[config.mk]
export PLATFORM = sky130hd
export DESIGN_NAME = fstc_ctrl
export DESIGN_NICKNAME = d
export VERILOG_FILES = /design/src/fstc_pkg.sv /design/src/fstc_ctrl.sv
export SDC_FILE = /design/constraint.sdc
export NUM_CORES = 1
export LEC_CHECK = 0
export BUFFER_PORTS_ARGS = -buffer_cell sky130_fd_sc_hd__buf_2
export CORE_AREA = 3 3 40 42
export DETAILED_ROUTE_END_ITERATION = 6
export DIE_AREA = 0 0 43 45
export PLACE_DENSITY_LB_ADDON = 0.05
export SETUP_SLACK_MARGIN = 0.3
export SYNTH_ARGS = -nofsm -noshare
export SYNTH_HDL_FRONTEND = slang
export SYNTH_SLANG_ARGS = --single-unit
[constraint.sdc]
create_clock -name clk -period 2.3 [get_ports clk]
set_input_delay 0.115 -clock clk [delete_from_list [all_inputs] [get_ports clk]]
set_output_delay 0.115 -clock clk [all_outputs]
set_load 0.05 [all_outputs]
[src/fstc_pkg.sv]
// Package for the flow statistics table classifier: sizes, codes, beat and
// record types, and the decision-tree label function. No dependencies.
package fstc_pkg;

  localparam int ENTRIES = 1024;
  localparam int IDX_W   = (ENTRIES > 1) ? $clog2(ENTRIES) : 1;
  localparam int CNT_W   = $clog2(ENTRIES + 1);

  localparam logic [15:0] ETH_IPV4   = 16'h0800;
  localparam logic [7:0]  PROTO_ICMP = 8'd1;

  localparam logic [15:0] BIG_TINY_LO  = 16'd5;
  localparam logic [15:0] BIG_TINY_HI  = 16'd7;
  localparam logic [15:0] SMALL_TINY   = 16'd4;
  localparam logic [15:0] SMALL_LIMIT  = 16'd12;
  localparam logic [15:0] SMALL_FLOOR  = 16'd1;
  localparam logic [15:0] BIG_LARGE    = 16'd4379;
  localparam logic [15:0] BIG_SHORT    = 16'd14;
  localparam logic [63:0] GAP_SHORT    = 64'd99;
  localparam logic [63:0] GAP_LONG     = 64'd469570;

  typedef enum logic [1:0] {
    ST_IGNORED  = 2'd0,
    ST_UPDATED  = 2'd1,
    ST_INSERTED = 2'd2,
    ST_FULL     = 2'd3
  } status_t;

  typedef struct packed {
    logic [15:0] ether_type;
    logic        truncated;
    logic [7:0]  ip_protocol;
    logic [31:0] source_address;
    logic [15:0] packet_length;
    logic [63:0] arrival_time;
  } item_t;

  typedef struct packed {
    logic [15:0] big;
    logic [15:0] sec;
    logic [15:0] small_sz;
    logic [63:0] last_time;
    logic [63:0] max_gap;
    logic [31:0] packets;
    logic [31:0] bytes;
    logic        label;
  } rec_t;

  typedef struct packed {
    status_t     status;
    logic        flow_flag;
    logic [31:0] packet_count;
    logic [31:0] byte_count;
    logic [15:0] largest_size;
    logic [15:0] second_largest_size;
    logic [15:0] smallest_size;
    logic [63:0] longest_gap;
  } result_t;

  typedef struct packed {
    logic latch_in;
    logic scan_start;
    logic scan_step;
    logic rec_read;
    logic modify;
    logic commit;
    logic insert;
    logic set_ignore;
    logic set_full;
    logic load_out;
  } cmd_t;

  typedef struct packed {
    logic counted;
    logic hit;
    logic miss;
    logic full;
    logic out_free;
  } stat_t;

  function automatic logic tree_label(input logic [15:0] big, input logic [15:0] small_sz,
                                      input logic [63:0] gap);
    logic a, b, c;
    a = (small_sz <= SMALL_TINY) && (big <= BIG_TINY_HI) && (big > BIG_TINY_LO);
    b = (small_sz <= SMALL_LIMIT) && (gap > GAP_SHORT) && (big > BIG_LARGE);
    c = (small_sz <= SMALL_LIMIT) && (small_sz > SMALL_FLOOR) && (gap > GAP_LONG)
        && (big <= BIG_SHORT);
    return a | b | c;
  endfunction

  function automatic result_t rec_result(input status_t st, input rec_t r);
    result_t o;
    o.status              = st;
    o.flow_flag           = r.label;
    o.packet_count        = r.packets;
    o.byte_count          = r.bytes;
    o.largest_size        = r.big;
    o.second_largest_size = r.sec;
    o.smallest_size       = r.small_sz;
    o.longest_gap         = r.max_gap;
    return o;
  endfunction

endpackage

[src/fstc_ctrl.sv]
// Controller state machine of the flow statistics table classifier.
// Depends on fstc_pkg for command and status types.
module fstc_ctrl (
  input  logic            clk,
  input  logic            rst,
  input  logic            in_valid,
  output logic            in_ready,
  input  fstc_pkg::stat_t stat,
  output fstc_pkg::cmd_t  cmd
);

  typedef enum logic [2:0] {S_IDLE, S_CLASSIFY, S_SCAN, S_MODIFY, S_COMMIT, S_EMIT} state_t;

  state_t state, state_next;

  always_comb begin
    cmd        = '0;
    state_next = state;
    case (state)
      S_IDLE: begin
        if (in_valid) begin
          cmd.latch_in   = 1'b1;
          cmd.scan_start = 1'b1;
          state_next     = S_CLASSIFY;
        end
      end
      S_CLASSIFY: begin
        if (!stat.counted) begin
          cmd.set_ignore = 1'b1;
          state_next     = S_EMIT;
        end else begin
          state_next = S_SCAN;
        end
      end
      S_SCAN: begin
        if (stat.hit) begin
          cmd.rec_read = 1'b1;
          state_next   = S_MODIFY;
        end else if (stat.miss) begin
          if (stat.full) cmd.set_full = 1'b1;
          else cmd.insert = 1'b1;
          state_next = S_EMIT;
        end else begin
          cmd.scan_step = 1'b1;
        end
      end
      S_MODIFY: begin
        cmd.modify = 1'b1;
        state_next = S_COMMIT;
      end
      S_COMMIT: begin
        cmd.commit = 1'b1;
        state_next = S_EMIT;
      end
      S_EMIT: begin
        if (stat.out_free) begin
          cmd.load_out = 1'b1;
          state_next   = S_IDLE;
        end
      end
      default: state_next = S_IDLE;
    endcase
  end

  always_ff @(posedge clk) begin
    if (rst) begin
      state    <= S_IDLE;
      in_ready <= 1'b1;
    end else begin
      state    <= state_next;
      in_ready <= (state_next == S_IDLE);
    end
  end

endmodule

==> impl_metrics.tcl <==
set metrics [dict create \
    outcome "finished, final reports clean" \
    cts_root_buffer "clkbuf_4" \
    p_total_mw 0.3083 \
    drive_above_1_share 0.4444 \
    crit_type "reg -> out" \
    tns_ns 0 \
    grt_use_total 0.08160 \
    synth-seq-cells 4 \
    syn_inst 37 \
    timing.final.max_slew_violations 0 \
    dr.pass1.iters 3 \
    antenna_found_initial 0 \
    netSwitchingPower_mw 0.1324 \
    wl_per_cell_um 11.38 \
    maxCapViolations 0 \
    gp_congestion 0.7265 \
    grt_overflow 0 \
    remaining_drc_errors 0 \
    swShare 0.4293 \
    grt_pass1_wl_mm 1.228 \
    fin_cells 69 \
    initial_core_util 0.2317 \
    fillers 151 \
    powerDensity_mw_per_mm2 762.9 \
    final-hold-violation-count 0 \
    vias 321 \
    cts_tree "built" \
    yosysUniqueCellTypes 23 \
    relSlewSlack 0.7283 \
    fmax_mhz 585.9 \
    min_period_over_period 0.7421 \
    dieArea_sq_mm 0.001935 \
    dp_slack_ns 0.8301 \
    netlist_area_sq_um 297.8 \
    period_needed_ns 1.707 \
    synth_top_area_cell "dfxtp_1" \
    rsz0062_at_grt "no" \
    place_inst 66 \
    seq_area_frac_synth 0.2689 \
    clockBufferDepth 2 \
    yosys-top-cells-count "4 x dfxtp_1, 4 x nand2_1, 4 x nor2_1" \
    crit_path_end_kind "output port" \
    worst_pin_slew_ns 0.4069 \
    avgSynthCellArea_sq_um 8.048 \
    hold_path_class "in -> reg" \
    utilization 0.3145 \
    intPower_mw 0.1760 \
    grt_pass1_vias 305 \
    ir_worst_vdd_v 0.0002047 \
    nNetsFinal 64 \
    core_sq_mm 0.001285 \
    synthToLayoutAreaGrowth_pct 35.71 \
    pwr-share-clk 0.282 \
    clock_skew_ns 0.0002421 \
    pwr-share-comb 0.389 \
    netlist.area_leader.share 0.2689 \
    io_pins 19 \
    clkSlewWorstSetupHoldPaths_ns 0.04 \
    ctsHoldBuffers 0 \
    critPathMaxFanout 9 \
    die_height_um 45 \
    numCtsBuffers 3 \
    grt_max_degree 12 \
    rows 13 \
    yosysWarnings 0 \
    wl_um 785 \
    htreeDepth 1 \
    arrival_ns 1.59 \
    dp_hpwl_um 627.7 \
    yosys_most_used_dff "dfxtp_1" \
    ant_nets 0 \
    cts.sinks 4 \
    antenna_cells 0 \
    seqPwrFrac 0.328 \
    leakage_nw 0.2026 \
    viasPerCell 4.652 \
    synth_edf_count 0 \
    async_flop_share 0 \
    post_cts_buffers 0 \
    setup_ws_ns 0.5932 \
    critPathLaunchType "register" \
    cts-resized-gates 0 \
    synth_nets 45 \
    portBuffers 18 \
    die_w_um 43 \
    synth.top_cells.by_area "dfxtp_1 27%, nor4b_4 8.0%, and2_1 6.3%" \
    drtIter0Drc 5 \
    clk_latency_ns 0.23 \
    setup_viol 0 \
    required_ns 2.18 \
]
==> per-stage QoR <==
stage | hold WS [ns] | cell area [sq um]
2_1_floorplan | 0.1841 | 304.0
3_3_place_gp | 0.3290 | 381.6
3_5_place_dp | 0.3217 | 381.6
4_1_cts | 0.07699 | 404.1
5_1_grt | 0.1035 | 404.1
6_report | 0.08111 | 404.1
==> cells in the final DEF, fill, tap and decap left out <==
cell type,n
nor4b_2,1
o21ai_0,1
a21oi_1,2
nor2b_1,2
dfxtp_1,4
nand3b_1,1
nand2_1,4
a211o_1,1
nor2_2,1
nor4_1,1
buf_2,18
a31oi_1,1
clkbuf_4,3
nor4b_4,1
a2111o_1,1
and3_1,1
nor3_1,1
nor2_1,4
nor3b_1,1
and2_1,3
o31a_1,1
inv_1,1
==> path summary, 6_finish.rpt <==
path / start / cells past startpoint / slack, ns / end
worst max-delay path: state[1] / 3 / 0.59 / cmd[1]
worst min-delay path: rst / 2 / 0.08 / state[2]
worst max register to register: state[1] / 3 / 1.11 / state[1]
worst min register to register: state[2] / 1 / 0.70 / state[1]
==> power by group through the flow <==
stage	registers, mW	logic, mW	clock network, mW
6_report	0.101	0.120	0.0871
4_1_cts	0.101	0.121	0.0895
3_5_place_dp	0.102	0.121	0
2_1_floorplan	0.0915	0.112	0
3_3_place_gp	0.102	0.121	0
5_1_grt	0.103	0.129	0.0924
==> registers in the layout, indices dropped and copies added (netlist names) <==
name / cells
in_ready: 1
state: 3
==> kinds of logic after synthesis <==
family	Yosys count	share of synthesized area
buffers and inverters	5	0.1176
AOI/OAI and AO/OA	7	0.1681
and+or+nand+nor	21	0.4454
DFF	4	0.2689
==> worst max-delay path, stage by stage, from the launching register on <==
cell and delay [ns]:
dfxtp_1 0.52, nor3b_1 0.38, and3_1 0.21, buf_2 0.25
==> per-layer routing <==
metal / GRT usage / vias up / share of wire
met5: 0 / - / 0
met4: 0.03614 / 0 / 0
met3: 0.02789 / 0 / 0.11
met2: 0.1407 / 16 / 0.46
met1: 0.09157 / 143 / 0.43
li1: - / 162 / -
==> area by class of cell <==
class,instances,area [sq um],share of cell area
clock buffers,3,22.52,0.05573
flip-flops and latches,4,80.08,0.1981
multi-input cells,28,188.9,0.4675
inverters,1,3.754,0.009288
repair buffers,18,90.09,0.2229
well taps,15,18.77,0.04644
(Power assumes the default switching activity.)
